===== src/hdl/image_upload_receiver_crc_check_macros.svh =====
// Assertion macros shared by the image receiver RTL.
`ifndef IMAGE_UPLOAD_RECEIVER_CRC_CHECK_MACROS_SVH
`define IMAGE_UPLOAD_RECEIVER_CRC_CHECK_MACROS_SVH

// Same-cycle implication, checked out of reset.
`define IURCC_ASSERT_IMP(lbl, ante, cons) \
  lbl: assert property (@(posedge clk) disable iff (!rst_n) (ante) |-> (cons)) \
    else $error("image receiver assertion failed");

// Next-cycle implication, checked out of reset.
`define IURCC_ASSERT_NXT(lbl, ante, cons) \
  lbl: assert property (@(posedge clk) disable iff (!rst_n) (ante) |=> (cons)) \
    else $error("image receiver assertion failed");

`endif


===== src/hdl/iurcc_pkg.sv =====
// Types, codes and the CRC-32 byte update shared by the image receiver.
package iurcc_pkg;

  // Input actions
  localparam logic [1:0] ACT_START = 2'd0;
  localparam logic [1:0] ACT_DATA  = 2'd1;
  localparam logic [1:0] ACT_TICK  = 2'd2;

  // Result events
  localparam logic [1:0] EV_READY = 2'd0;
  localparam logic [1:0] EV_STORE = 2'd1;
  localparam logic [1:0] EV_FLASH = 2'd2;
  localparam logic [1:0] EV_ERROR = 2'd3;

  // Error codes
  localparam logic [1:0] ERR_NONE    = 2'd0;
  localparam logic [1:0] ERR_SIZE    = 2'd1;
  localparam logic [1:0] ERR_TIMEOUT = 2'd2;
  localparam logic [1:0] ERR_CRC     = 2'd3;

  // Configuration register indexes
  localparam logic [1:0] REG_IMAGE_SIZE   = 2'd0;
  localparam logic [1:0] REG_EXPECTED_CRC = 2'd1;
  localparam logic [1:0] REG_TIMEOUT      = 2'd2;

  localparam logic [31:0] CRC_INIT      = 32'hFFFF_FFFF;
  localparam logic [31:0] CRC_POLY      = 32'hEDB8_8320;
  localparam logic [15:0] TIMEOUT_RESET = 16'd10000;
  localparam logic [7:0]  PAD_BYTE      = 8'hFF;
  localparam logic [16:0] QUIET_MAX     = 17'h1_FFFF;
  localparam int          MAX_BYTES     = 65536;
  localparam int          QUEUE_DEPTH   = 4;

  // What the back end has to emit for one input item
  typedef enum logic [1:0] {
    JOB_READY,
    JOB_SIZE_ERR,
    JOB_STORE,
    JOB_TIMEOUT
  } job_kind_t;

  typedef struct packed {
    job_kind_t   kind;
    logic        ends;      // store closes the upload
    logic        match;     // final CRC equals expected
    logic [1:0]  pad_cnt;   // pad bytes after the store
    logic [15:0] addr;      // address of the stored byte
    logic [15:0] pad_addr;  // address of the first pad byte
    logic [7:0]  data;
    logic [31:0] detail;
  } job_t;

  typedef struct packed {
    logic full;
    logic empty;
  } q_status_t;

  // Reflected CRC-32, one byte
  function automatic logic [31:0] crc_byte(input logic [31:0] crc, input logic [7:0] b);
    logic [31:0] c;
    c = crc ^ {24'd0, b};
    for (int i = 0; i < 8; i++) begin
      c = (c >> 1) ^ (CRC_POLY & {32{c[0]}});
    end
    return c;
  endfunction

endpackage


===== src/hdl/iurcc_front.sv =====
// Front end: configuration registers, upload state, CRC and job generation.
module iurcc_front (
  input  logic              clk,
  input  logic              rst_n,
  input  logic              cfg_valid,
  input  logic [1:0]        cfg_index,
  input  logic [31:0]       cfg_data,
  input  logic              in_accept,
  input  logic [1:0]        in_action,
  input  logic [7:0]        in_data_byte,
  output logic              job_push,
  output iurcc_pkg::job_t   job
);
  import iurcc_pkg::*;

  localparam logic [31:0] MAX_BYTES_W = 32'(MAX_BYTES);

  logic [16:0] image_size_r;
  logic [31:0] expected_crc_r;
  logic [15:0] timeout_r;

  logic        receiving_r, receiving_nxt;
  logic [16:0] byte_count_r, byte_count_nxt;
  logic [31:0] crc_r, crc_nxt;
  logic [16:0] quiet_r, quiet_nxt;

  logic [31:0] crc_upd;
  logic [31:0] crc_final;
  logic [16:0] count_inc;
  logic [16:0] quiet_inc;

  // Configuration writes
  always_ff @(posedge clk) begin
    if (!rst_n) begin
      image_size_r   <= '0;
      expected_crc_r <= '0;
      timeout_r      <= TIMEOUT_RESET;
    end else if (cfg_valid) begin
      case (cfg_index)
        REG_IMAGE_SIZE:   image_size_r   <= cfg_data[16:0];
        REG_EXPECTED_CRC: expected_crc_r <= cfg_data;
        REG_TIMEOUT:      timeout_r      <= cfg_data[15:0];
        default: ;
      endcase
    end
  end

  assign crc_upd   = crc_byte(crc_r, in_data_byte);
  assign crc_final = ~crc_upd;
  assign count_inc = byte_count_r + 17'd1;
  assign quiet_inc = (quiet_r < QUIET_MAX) ? quiet_r + 17'd1 : quiet_r;

  // Item classification and state update
  always_comb begin
    receiving_nxt  = receiving_r;
    byte_count_nxt = byte_count_r;
    crc_nxt        = crc_r;
    quiet_nxt      = quiet_r;
    job_push       = 1'b0;
    job            = '0;
    job.kind       = JOB_READY;
    if (in_accept) begin
      case (in_action)
        ACT_START: begin
          job_push   = 1'b1;
          job.detail = {15'd0, image_size_r};
          if (image_size_r == '0 || {15'd0, image_size_r} > MAX_BYTES_W) begin
            receiving_nxt = 1'b0;
            job.kind      = JOB_SIZE_ERR;
          end else begin
            receiving_nxt  = 1'b1;
            byte_count_nxt = '0;
            crc_nxt        = CRC_INIT;
            quiet_nxt      = '0;
            job.kind       = JOB_READY;
          end
        end
        ACT_DATA: begin
          if (receiving_r) begin
            job_push       = 1'b1;
            job.kind       = JOB_STORE;
            job.addr       = byte_count_r[15:0];
            job.data       = in_data_byte;
            job.pad_addr   = count_inc[15:0];
            job.pad_cnt    = 2'b00 - count_inc[1:0];
            job.match      = (crc_final == expected_crc_r);
            job.detail     = job.match ? {15'd0, image_size_r} : crc_final;
            crc_nxt        = crc_upd;
            byte_count_nxt = count_inc;
            quiet_nxt      = '0;
            if (count_inc >= image_size_r) begin
              job.ends      = 1'b1;
              receiving_nxt = 1'b0;
            end
          end
        end
        ACT_TICK: begin
          if (receiving_r) begin
            quiet_nxt = quiet_inc;
            if (quiet_inc > {1'b0, timeout_r}) begin
              job_push      = 1'b1;
              job.kind      = JOB_TIMEOUT;
              job.detail    = {15'd0, byte_count_r};
              receiving_nxt = 1'b0;
            end
          end
        end
        default: ;
      endcase
    end
  end

  // Upload state
  always_ff @(posedge clk) begin
    if (!rst_n) begin
      receiving_r  <= 1'b0;
      byte_count_r <= '0;
      crc_r        <= CRC_INIT;
      quiet_r      <= '0;
    end else begin
      receiving_r  <= receiving_nxt;
      byte_count_r <= byte_count_nxt;
      crc_r        <= crc_nxt;
      quiet_r      <= quiet_nxt;
    end
  end

endmodule


===== src/hdl/iurcc_queue.sv =====
// Small job queue between front and back end.
module iurcc_queue #(
  parameter int QDEPTH = iurcc_pkg::QUEUE_DEPTH
) (
  input  logic                 clk,
  input  logic                 rst_n,
  input  logic                 push,
  input  iurcc_pkg::job_t      push_job,
  input  logic                 pop,
  output iurcc_pkg::job_t      head_job,
  output iurcc_pkg::q_status_t status
);
  import iurcc_pkg::*;

  localparam int AW = (QDEPTH > 1) ? $clog2(QDEPTH) : 1;
  localparam int CW = $clog2(QDEPTH + 1);

  job_t          slot_r [QDEPTH];
  logic [AW-1:0] wr_ptr_r, wr_ptr_nxt;
  logic [AW-1:0] rd_ptr_r, rd_ptr_nxt;
  logic [CW-1:0] count_r, count_nxt;
  logic          do_push, do_pop;

  assign status.full  = (count_r == CW'(QDEPTH));
  assign status.empty = (count_r == '0);
  assign do_push      = push && !status.full;
  assign do_pop       = pop && !status.empty;
  assign head_job     = slot_r[rd_ptr_r];

  // Pointer and occupancy update
  always_comb begin
    wr_ptr_nxt = wr_ptr_r;
    rd_ptr_nxt = rd_ptr_r;
    count_nxt  = count_r;
    if (do_push) begin
      wr_ptr_nxt = (wr_ptr_r == AW'(QDEPTH - 1)) ? '0 : wr_ptr_r + AW'(1);
    end
    if (do_pop) begin
      rd_ptr_nxt = (rd_ptr_r == AW'(QDEPTH - 1)) ? '0 : rd_ptr_r + AW'(1);
    end
    case ({do_push, do_pop})
      2'b10:   count_nxt = count_r + CW'(1);
      2'b01:   count_nxt = count_r - CW'(1);
      default: count_nxt = count_r;
    endcase
  end

  always_ff @(posedge clk) begin
    if (!rst_n) begin
      wr_ptr_r <= '0;
      rd_ptr_r <= '0;
      count_r  <= '0;
    end else begin
      wr_ptr_r <= wr_ptr_nxt;
      rd_ptr_r <= rd_ptr_nxt;
      count_r  <= count_nxt;
    end
  end

  // Slot storage
  always_ff @(posedge clk) begin
    if (do_push) begin
      slot_r[wr_ptr_r] <= push_job;
    end
  end

endmodule


===== src/hdl/iurcc_back.sv =====
// Back end: expands each job into result items behind an output register.
module iurcc_back (
  input  logic                 clk,
  input  logic                 rst_n,
  input  iurcc_pkg::job_t      head_job,
  input  iurcc_pkg::q_status_t q_status,
  output logic                 pop,
  output logic                 out_valid,
  input  logic                 out_ready,
  output logic [1:0]           out_event_res,
  output logic [1:0]           out_error_code,
  output logic [15:0]          out_address,
  output logic [7:0]           out_store_data,
  output logic [31:0]          out_detail,
  output logic                 out_last
);
  import iurcc_pkg::*;

  job_t        act_r;
  logic        act_valid_r, act_valid_nxt;
  logic [2:0]  phase_r, phase_nxt;

  logic        out_valid_r;
  logic [1:0]  ev_r, err_r;
  logic [15:0] addr_r;
  logic [7:0]  data_r;
  logic [31:0] detail_r;
  logic        last_r;

  logic [1:0]  res_ev, res_err;
  logic [15:0] res_addr;
  logic [7:0]  res_data;
  logic [31:0] res_detail;
  logic        res_last;
  logic        step, act_free;

  // Result for the current phase of the active job
  always_comb begin
    res_ev     = EV_READY;
    res_err    = ERR_NONE;
    res_addr   = '0;
    res_data   = '0;
    res_detail = '0;
    res_last   = 1'b1;
    if (phase_r == 3'd0) begin
      case (act_r.kind)
        JOB_READY: begin
          res_detail = act_r.detail;
        end
        JOB_SIZE_ERR: begin
          res_ev     = EV_ERROR;
          res_err    = ERR_SIZE;
          res_detail = act_r.detail;
        end
        JOB_TIMEOUT: begin
          res_ev     = EV_ERROR;
          res_err    = ERR_TIMEOUT;
          res_detail = act_r.detail;
        end
        JOB_STORE: begin
          res_ev   = EV_STORE;
          res_addr = act_r.addr;
          res_data = act_r.data;
          res_last = !act_r.ends;
        end
        default: ;
      endcase
    end else if ({1'b0, act_r.pad_cnt} >= phase_r) begin
      // pad byte up to the word boundary
      res_ev   = EV_STORE;
      res_addr = act_r.pad_addr + 16'(phase_r - 3'd1);
      res_data = PAD_BYTE;
      res_last = 1'b0;
    end else begin
      // CRC verdict
      res_ev     = act_r.match ? EV_FLASH : EV_ERROR;
      res_err    = act_r.match ? ERR_NONE : ERR_CRC;
      res_detail = act_r.detail;
    end
  end

  assign step     = act_valid_r && (!out_valid_r || out_ready);
  assign act_free = !act_valid_r || (step && res_last);
  assign pop      = act_free && !q_status.empty;

  // Active job sequencing
  always_comb begin
    act_valid_nxt = act_valid_r;
    phase_nxt     = phase_r;
    if (act_free) begin
      act_valid_nxt = !q_status.empty;
      phase_nxt     = '0;
    end else if (step) begin
      phase_nxt = phase_r + 3'd1;
    end
  end

  always_ff @(posedge clk) begin
    if (!rst_n) begin
      act_valid_r <= 1'b0;
      phase_r     <= '0;
    end else begin
      act_valid_r <= act_valid_nxt;
      phase_r     <= phase_nxt;
    end
  end

  always_ff @(posedge clk) begin
    if (pop) begin
      act_r <= head_job;
    end
  end

  // Output register
  always_ff @(posedge clk) begin
    if (!rst_n) begin
      out_valid_r <= 1'b0;
    end else if (step) begin
      out_valid_r <= 1'b1;
    end else if (out_ready) begin
      out_valid_r <= 1'b0;
    end
  end

  always_ff @(posedge clk) begin
    if (step) begin
      ev_r     <= res_ev;
      err_r    <= res_err;
      addr_r   <= res_addr;
      data_r   <= res_data;
      detail_r <= res_detail;
      last_r   <= res_last;
    end
  end

  assign out_valid      = out_valid_r;
  assign out_event_res  = ev_r;
  assign out_error_code = err_r;
  assign out_address    = addr_r;
  assign out_store_data = data_r;
  assign out_detail     = detail_r;
  assign out_last       = last_r;

endmodule


===== src/hdl/image_upload_receiver_crc_check.sv =====
// Top level of the firmware image receiver with CRC-32 check.
// Usage:
//   cfg_*  : register writes (index 0 image size, 1 expected CRC, 2 timeout
//            ticks), always ready; write only while no upload results are pending.
//   in_*   : one item per handshake: start, data byte or millisecond tick.
//   out_*  : result items, out_last marks the final result of an input item.
// An item's job is queued; the back end pops it and registers its results.
// Throughput: one input item per cycle while the job queue has room. A data
//   byte that completes the image emits up to five results (store, pads,
//   verdict), one per cycle while out_ready is high, through the back end's
//   single output register; that sequencer sets the sustained rate for such items.
// Bytes and ticks outside an upload, and action code 3, give no result.
// Reset clears the upload state, the queue and the output register; the
//   timeout register returns to 10000 ticks, the others to zero.
// When the result side stalls, the output register holds its item, the job
//   queue fills, and in_ready drops once it is full.
`include "image_upload_receiver_crc_check_macros.svh"

module image_upload_receiver_crc_check #(
  parameter int QDEPTH = iurcc_pkg::QUEUE_DEPTH
) (
  input  logic        clk,
  input  logic        rst_n,
  input  logic        cfg_valid,
  output logic        cfg_ready,
  input  logic [1:0]  cfg_index,
  input  logic [31:0] cfg_data,
  input  logic        in_valid,
  output logic        in_ready,
  input  logic [1:0]  in_action,
  input  logic [7:0]  in_data_byte,
  output logic        out_valid,
  input  logic        out_ready,
  output logic [1:0]  out_event_res,
  output logic [1:0]  out_error_code,
  output logic [15:0] out_address,
  output logic [7:0]  out_store_data,
  output logic [31:0] out_detail,
  output logic        out_last
);
  import iurcc_pkg::*;

  logic      in_accept;
  logic      job_push;
  job_t      push_job;
  job_t      head_job;
  logic      pop;
  q_status_t q_status;

  assign cfg_ready = 1'b1;
  assign in_ready  = !q_status.full;
  assign in_accept = in_valid && in_ready;

  iurcc_front u_front (
    .clk          (clk),
    .rst_n        (rst_n),
    .cfg_valid    (cfg_valid && cfg_ready),
    .cfg_index    (cfg_index),
    .cfg_data     (cfg_data),
    .in_accept    (in_accept),
    .in_action    (in_action),
    .in_data_byte (in_data_byte),
    .job_push     (job_push),
    .job          (push_job)
  );

  iurcc_queue #(
    .QDEPTH (QDEPTH)
  ) u_queue (
    .clk      (clk),
    .rst_n    (rst_n),
    .push     (job_push),
    .push_job (push_job),
    .pop      (pop),
    .head_job (head_job),
    .status   (q_status)
  );

  iurcc_back u_back (
    .clk            (clk),
    .rst_n          (rst_n),
    .head_job       (head_job),
    .q_status       (q_status),
    .pop            (pop),
    .out_valid      (out_valid),
    .out_ready      (out_ready),
    .out_event_res  (out_event_res),
    .out_error_code (out_error_code),
    .out_address    (out_address),
    .out_store_data (out_store_data),
    .out_detail     (out_detail),
    .out_last       (out_last)
  );

  // Checks
  `IURCC_ASSERT_IMP(a_q_sane, 1'b1, !(q_status.full && q_status.empty))
  `IURCC_ASSERT_NXT(a_start_queued, in_accept && (in_action == ACT_START), !q_status.empty)
  `IURCC_ASSERT_IMP(a_err_event, out_valid && (out_error_code != ERR_NONE), out_event_res == EV_ERROR)

endmodule


===== config.mk =====
export PLATFORM = sky130hd
export DESIGN_NAME = image_upload_receiver_crc_check
export DESIGN_NICKNAME = d
export VERILOG_FILES = /design/src/hdl/iurcc_pkg.sv /design/src/hdl/iurcc_front.sv /design/src/hdl/iurcc_queue.sv /design/src/hdl/iurcc_back.sv /design/src/hdl/image_upload_receiver_crc_check.sv
export VERILOG_INCLUDE_DIRS = /design/src /design/src/hdl
export SDC_FILE = /design/constraint.sdc
export NUM_CORES = 1
export LEC_CHECK = 0
export ABC_AREA = 1
export BUFFER_PORTS_ARGS = -buffer_cell sky130_fd_sc_hd__buf_2
export CAP_MARGIN = 30
export CORE_MARGIN = 8
export CORE_UTILIZATION = 30
export CTS_BUF_LIST = sky130_fd_sc_hd__clkbuf_8
export DETAILED_ROUTE_END_ITERATION = 12
export PLACE_DENSITY = 0.55
export SLEW_MARGIN = 10
export SYNTH_ARGS = -nofsm -noshare
export SYNTH_HDL_FRONTEND = slang
export SYNTH_SLANG_ARGS = --single-unit

===== constraint.sdc =====
create_clock -name clk -period 9.33 [get_ports clk]
set_input_delay 1.866 -clock clk [delete_from_list [all_inputs] [get_ports clk]]
set_output_delay 1.866 -clock clk [all_outputs]
set_load 0.005 [all_outputs]

Yosys cells after proc, flatten, opt, wreduce, memory -nomap -nowiden --
Memory sizes are Yosys's and may differ from the RTL's. A register that Yosys moved wholly into a read port is not among the register bits. Cells that the tools add are included.
Cells by class: add/sub/neg operators 10, magnitude comparators 5, equal/unequal tests 16, mux-type cells 60, bitwise gates (word level) 11, reduce and logical (&&, ||, !) cells 33
Operators with widths (count):
- bitwise XOR 31 x 32 -> 32 bit | 8
- 2-to-1 mux 32 bit | 7
- 2-to-1 mux 78 bit | 2
- 2-to-1 mux 17 bit | 6
- case mux 32 bit (3 select lines) | 1
- case mux 32 bit (2 select lines) | 1
- case mux 17 bit (3 select lines) | 1
- 2-to-1 mux 16 bit | 3
- 2-to-1 mux 44 bit | 1
- adder 17 x 1 -> 17 bit, second input constant | 2
- case mux 17 bit (2 select lines) | 1
- == test 32 bit | 1
- NOT 32 bit | 1
- bitwise XOR 32 x 8 -> 32 bit | 1
- 2-to-1 mux 8 bit | 3
- 2-to-1 mux 1 bit | 19
- 2-to-1 mux 2 bit | 9
- greater-or-equal comparator 17 bit | 1
- greater-than comparator 17 x 16 -> 1 bit | 1
- greater-than comparator 17 bit, second input constant | 1
- logical NOT 17 bit | 1
- < comparator 17 bit, second input constant | 1
- adder 16 bit | 1
- == test 2 bit, second input constant | 7
- 27 further kinds | 55
Word-level totals: register bits 205, memory bits (writable) 312, bits of input ports 49, output and inout port bits 64, word-level logic and storage cells 155, memories kept 1
Memories:
- u_queue.slot_r | depth 4, width 78, rd ports 1, clocked after Yosys merged registers in 1, write ports 1, line iurcc_queue.sv:18 | job_t slot_r [QDEPTH];

Depth between registers and ports, before layout --
depth after elaboration 15, depth in mapped cells 27, gate-level depth less buffers 27

Modules after synthesis --
From an unflattened synthesis, not the netlist that was laid out.
Second synthesis, totals: cell total of the unflattened synthesis 2904, area total of the unflattened synthesis 27537.7 sq um
By module, submodules not included:
- iurcc_queue | times used 1, cells an instance 824, area each 12076.6 sq um, seq. area each 9549.2 sq um
- iurcc_front | times used 1, cells an instance 1570, area each 9416.5 sq um, seq. area each 2642.5 sq um
- iurcc_back | times used 1, cells an instance 505, area each 6019.5 sq um, seq. area each 4274.1 sq um
- image_upload_receiver_crc_check | times used 1, cells an instance 5, area each 25.0 sq um, seq. area each 0.0 sq um

Least setup slack after synthesis --
No wires, ideal clock.
path kind input -> register, from input out_ready, to register u_queue.count_r[2], setup time 0.122 ns, data arrival time 9.066 ns, data required time 9.208 ns, setup slack 0.142 ns, stages on the path 15, buffers on the path 0, cell sequence inv_1 nand2_1 nand2_1 inv_1 nand2_1 nand2_1 inv_1 a31oi_1 ha_1 inv_1 fa_1 a21oi_1 o21ai_0 o21ai_0 a21oi_1
Between the ends: cells in the longest elaborated chain, start to end 8, elaborated cells between the ends (all ways) 10, those cells by class eq/ne (2); mux (1); reduce/logical (7)
RTL lines:
- start, declared | line image_upload_receiver_crc_check.sv:33 | input logic out_ready,
- logical OR 1 bit * | line iurcc_back.sv:82 | assign step = act_valid_r && (!out_valid_r || out_ready);
- logical AND 1 bit * | line iurcc_back.sv:82
- named net u_back.step | line iurcc_back.sv:35 | logic step, act_free;
- logical AND 1 bit * | line iurcc_back.sv:83 | assign act_free = !act_valid_r || (step && res_last);
- logical OR 1 bit * | line iurcc_back.sv:83
- logical AND 1 bit * | line iurcc_back.sv:84 | assign pop = act_free && !q_status.empty;
- named net pop | line image_upload_receiver_crc_check.sv:47 | logic pop;
- logical AND 1 bit * | line iurcc_queue.sv:27 | assign do_pop = pop && !status.empty;
- == test 2 x 1 -> 1 bit / == test 2 bit (equally long branches) | line iurcc_queue.sv:41 | case ({do_push, do_pop})
- case mux 3 bit (2 select lines) / nonzero test 2 bit (equally long branches)
- end signal, assigned | line iurcc_queue.sv:56 | count_r <= count_nxt;
- end, declared | line iurcc_queue.sv:21 | logic [CW-1:0] count_r, count_nxt;
The timed path passes the listed nets; every way through them passes the cells marked *. A chain may end at the register's enable or synchronous reset.

Worst setup path in the final report --
from register u_front.quiet_r[5], to memory u_queue.slot_r[2][27] in the netlist's numbering (enable)
Between the ends: cells in the longest elaborated chain, start to end 10, elaborated cells between the ends (all ways) 11, those cells by class add/sub (1); order compare (2); mux (7); reduce/logical (1)
RTL lines:
- start, declared | line iurcc_front.sv:25 | logic [16:0] quiet_r, quiet_nxt;
- start signal, assigned | line iurcc_front.sv:124 | quiet_r <= quiet_nxt;
- adder 17 x 1 -> 17 bit / < comparator 17 bit (equally long branches) | line iurcc_front.sv:51 | assign quiet_inc = (quiet_r < QUIET_MAX) ? quiet_r + 17'd1 : quiet_r;
- 2-to-1 mux 17 bit * | line iurcc_front.sv:51
- greater-than comparator 17 x 16 -> 1 bit * | line iurcc_front.sv:100 | if (quiet_inc > {1'b0, timeout_r}) begin
- 2-to-1 mux 1 bit * | line iurcc_front.sv:100
- 2-to-1 mux 1 bit * | line iurcc_front.sv:98 | if (receiving_r) begin
- case mux 1 bit (3 select lines) * | line iurcc_front.sv:63 | case (in_action)
- 2-to-1 mux 1 bit * | line iurcc_front.sv:62 | if (in_accept) begin
- logical AND 1 bit * | line iurcc_queue.sv:26 | assign do_push = push && !status.full;
- 2-to-1 mux 1 bit * | line iurcc_queue.sv:62 | if (do_push) begin
- 2-to-1 mux 1 bit (implied by the code) * | line iurcc_queue.sv:63 | slot_r[wr_ptr_r] <= push_job;
- end, declared | line iurcc_queue.sv:18
Every way passes the cells marked *; elsewhere a longest branch is shown, timed or not.

==> impl_results.md <==
- Fmax: about 180 MHz
- Crit end category: flop
- Layout Cells excl Fill: slightly above 4000
- Worst-case vdd ir drop: approximately 0.14 mV
- Initial Utilization: 30.2%
- Top Family by Delay on Critical Path: simple AND/OR/NAND/NOR gates
- Syn avg cell area: 9.58 um2
- Final hold violation count: 0
- Worst path cell trace: nand2_1 -> nor2_1 -> nand2_1 -> nor2_2 -> nor4_1 -> nand3_1 -> xnor2_1 -> ha_1 -> inv_1 -> nor4_1 -> nor3b_1 -> nand3_1 -> nand3_1 -> nand3_1 -> nand2_1 -> o21ai_2 -> nor2_4 -> buf_4
- Hold Path Cell Cnt: 2
- Top_reg_cell synth: edfxtp_1
- Slew Viols, Final: 0
- Mapped Nets: between 2000 and 3000
- Vias in the first global route: between 15000 and 20000
- Final WL: between 70 and 80 mm
- Leak: 12.0 nW
- I/O pin count: about 110
- WP depth: 18
- Maxcap violations: 0
- Die width: about 310 um
- Number of H-tree levels: 3
- Post-Syn Instances: around 2800
- Vias per inst: between 4 and 5
- Worst Skew: between 0.04 and 0.05 ns
- Seq cells post-synth: 590
- Hold buffers post-CTS: 0
- Clk Latency, worst-skew pair: between 0.7 and 0.8 ns
- Critical Path AT: between 6 and 7 ns
- Min-Delay Path Class: reg -> reg
- GRT Total Usage: between 10% and 20%
- Post-placement cell area: roughly 29000 um2
- Final setup viols: 0
- Die Ht: ~310 um
- Async set-reset flop share out of synthesis: 0%
- Fraction of layout cells with a size suffix above 1: 10.6%
- Setup crit start kind: flop
- Drt pass-1 iters: 5
- DRT antenna net count: 0
- Syn Std Cell Area: ~27000 um2
- Initial DRC Count: 1601
- Crit share post-route: around 61%
- CTS resizes: 0
- Deepest clock path buffer count: 3
- Routed length per instance: about 18 um
- Setup TNS: 0 ns
- Total die area: 98900 um2
- Distinct cells, synth: between 40 and 50
- CP Buf/Inv Count: 2
- First-pass GRT wire length: 110 mm
- Largest stage delay, worst path: around 0.80 ns
- Critical Path RT: around 9.7 ns
- Setup Crit Path Kind: reg -> reg
- Post-Place Cells: about 4000
- Largest net degree at the start of global routing: 111
- Worst-Margin Slew: around 0.95 ns
- Hpwl dp: around 49 mm
- Final GP Congestion: between 0.8 and 0.9
- Post-synth EDFFs: around 450
- Routed via count: between 15000 and 20000
- Grt total ovfl: 0
- Clk root buf: clkbuf_8
- Layout area overhead: 13.7%
- Clock Sinks: 590
- CP max stage cell: buf_4
- CTS tree: built
- Synth warn: 0
- TritonCTS Buffers: 101
- Clock slew at reported path FFs: roughly 0.060 ns
- IO buf count: approximately 110
- RSZ-0062 raised after global routing: no
- Sequential fraction of the synthesis area: between 60% and 70%
- Relative slew slack: 36.8%
- Drt drc: 0
- Finished layout cell area: just over 30000 um2
- PwrDens: ~240 nW/um2
- Most used cell, CP: nand3_1
- FP Rows: roughly 110
- Post-CTS setup buffers: 0
- Nets: between 3000 and 4000
- Antenna violations before repair: 5
- Max Fanout on Critical Path: 61
- Outcome: finished, final reports clean
- Core Area: between 80000 and 90000 um2
- Tmin final: ~5.7 ns
- Worst R2R Path Depth: 18
-- placed cells by master, fill, tap and decap left out, drive strengths merged, types with 33 or more instances in the layout --
| cell type | n |
|---|---|
| a21oi | 152 |
| buf | 140 |
| clkbuf | 102 |
| clkinv | 47 |
| dfxtp | 144 |
| edfxtp | 446 |
| ha | 65 |
| inv | 263 |
| nand2 | 631 |
| nand3 | 120 |
| nand4 | 33 |
| nor2 | 355 |
| o21ai | 287 |
| o22ai | 91 |
-- layer usage --
| layer | wire [um] | vias to the layer above | track usage [%] |
|---|---|---|---|
| met5 | 45 | - | 0 |
| met2 | 33100 | 544 | 22.6 |
| met4 | 1380 | 6 | 4.21 |
| met3 | 4340 | 105 | 2.70 |
| li1 | - | 9806 | - |
| met1 | 34200 | 9329 | 19.5 |
-- where the power goes --
part           internal [W]  switching, W  leakage [nW]
sequential          0.00332      0.000156          5.49
clock               0.00106       0.00108          1.03
combinational      0.000510       0.00112          5.50
total               0.00489       0.00236          12.0
-- cells by family (layout without fill, tap and decap cells) --
logic type | Yosys count | count (layout) | synth area share [%]
AO/OA/AOI/OAI | 560 | 560 | 11.2
adder cells (fa/ha/maj) | 67 | 67 | 3.19
AND/OR/NAND/NOR | 1171 | 1171 | 18.0
XOR/XNOR | 40 | 40 | 1.40
flip-flops | 590 | 590 | 60.9
other | 1 | 3 | 0.0140
buffers and inverters | 361 | 555 | 5.25
-- cell usage after synthesis (9+ instances only) --
cell | n | area [um2]
xor2_1 | 27 | 236
nand2_1 | 610 | 2290
o21ai_0 | 286 | 1430
nor3_1 | 12 | 60.1
clkbuf_1 | 106 | 398
a21oi_1 | 152 | 761
edfxtp_1 | 446 | 13400
xnor2_1 | 10 | 87.6
nand3_1 | 118 | 591
ha_1 | 65 | 813
nor2_1 | 351 | 1320
o211ai_1 | 9 | 67.6
o22ai_1 | 91 | 569
dfxtp_1 | 144 | 2880
inv_1 | 227 | 852
nand4_1 | 33 | 206
nand2_2 | 20 | 125
-- cell type report --
cell class / count / area [um2]
fillers: 8996 / 58000
flip-flops and latches: 590 / 16300
multi-input cells: 1839 / 9090
well taps: 1165 / 1460
clock buffers: 102 / 1400
inverters: 238 / 900
repair buffers: 140 / 837
clock inverters: 75 / 423
diodes: 2 / 5.00
-- final timing paths --
check	from	endpoint	slack, ns
max reg2reg	u_front.quiet_r[5]	u_queue.slot_r[2][27]	3.63
min reg2reg	u_front.timeout_r[2]	u_front.timeout_r[2]	0.46
max	u_front.quiet_r[5]	u_queue.slot_r[2][27]	3.63
min	u_front.timeout_r[2]	u_front.timeout_r[2]	0.46
-- stage by stage --
stage          hold WS [ns]  power (W)  utilization, %  setup WS [ns]
6_report              0.461    0.00725            34.4           3.63
5_1_grt               0.476    0.00768            34.4           3.03
4_1_cts               0.466    0.00736            34.4           3.61
3_5_place_dp          0.458    0.00520            32.3           3.67
3_3_place_gp          0.451    0.00519            32.2           3.79
2_1_floorplan         0.433    0.00458               -          0.142
-- state kept, by name, indices dropped and copies added (netlist names), 2 cells and up --
| name | cells |
|---|---|
| u_queue.wr_ptr_r | 2 |
| u_back.out_store_data | 8 |
| u_front.expected_crc_r | 32 |
| u_back.phase_r | 3 |
| u_back.out_detail | 32 |
| u_queue.slot_r | 308 |
| u_back.out_event_res | 2 |
| u_front.byte_count_r | 17 |
| u_front.timeout_r | 16 |
| u_back.out_address | 16 |
| u_queue.rd_ptr_r | 2 |
| u_back.out_error_code | 2 |
| u_front.crc_r | 32 |
| u_queue.count_r | 3 |
| u_front.image_size_r | 17 |
| u_front.quiet_r | 17 |
| u_back.act_r | 77 |
-- tightest hold or removal path, stage by stage (launching register included) --
cell and delay [ns]:
dfxtp_1 0.29, inv_1 0.06, a21oi_1 0.06
No activity file was read; power rests on OpenSTA's default activity.
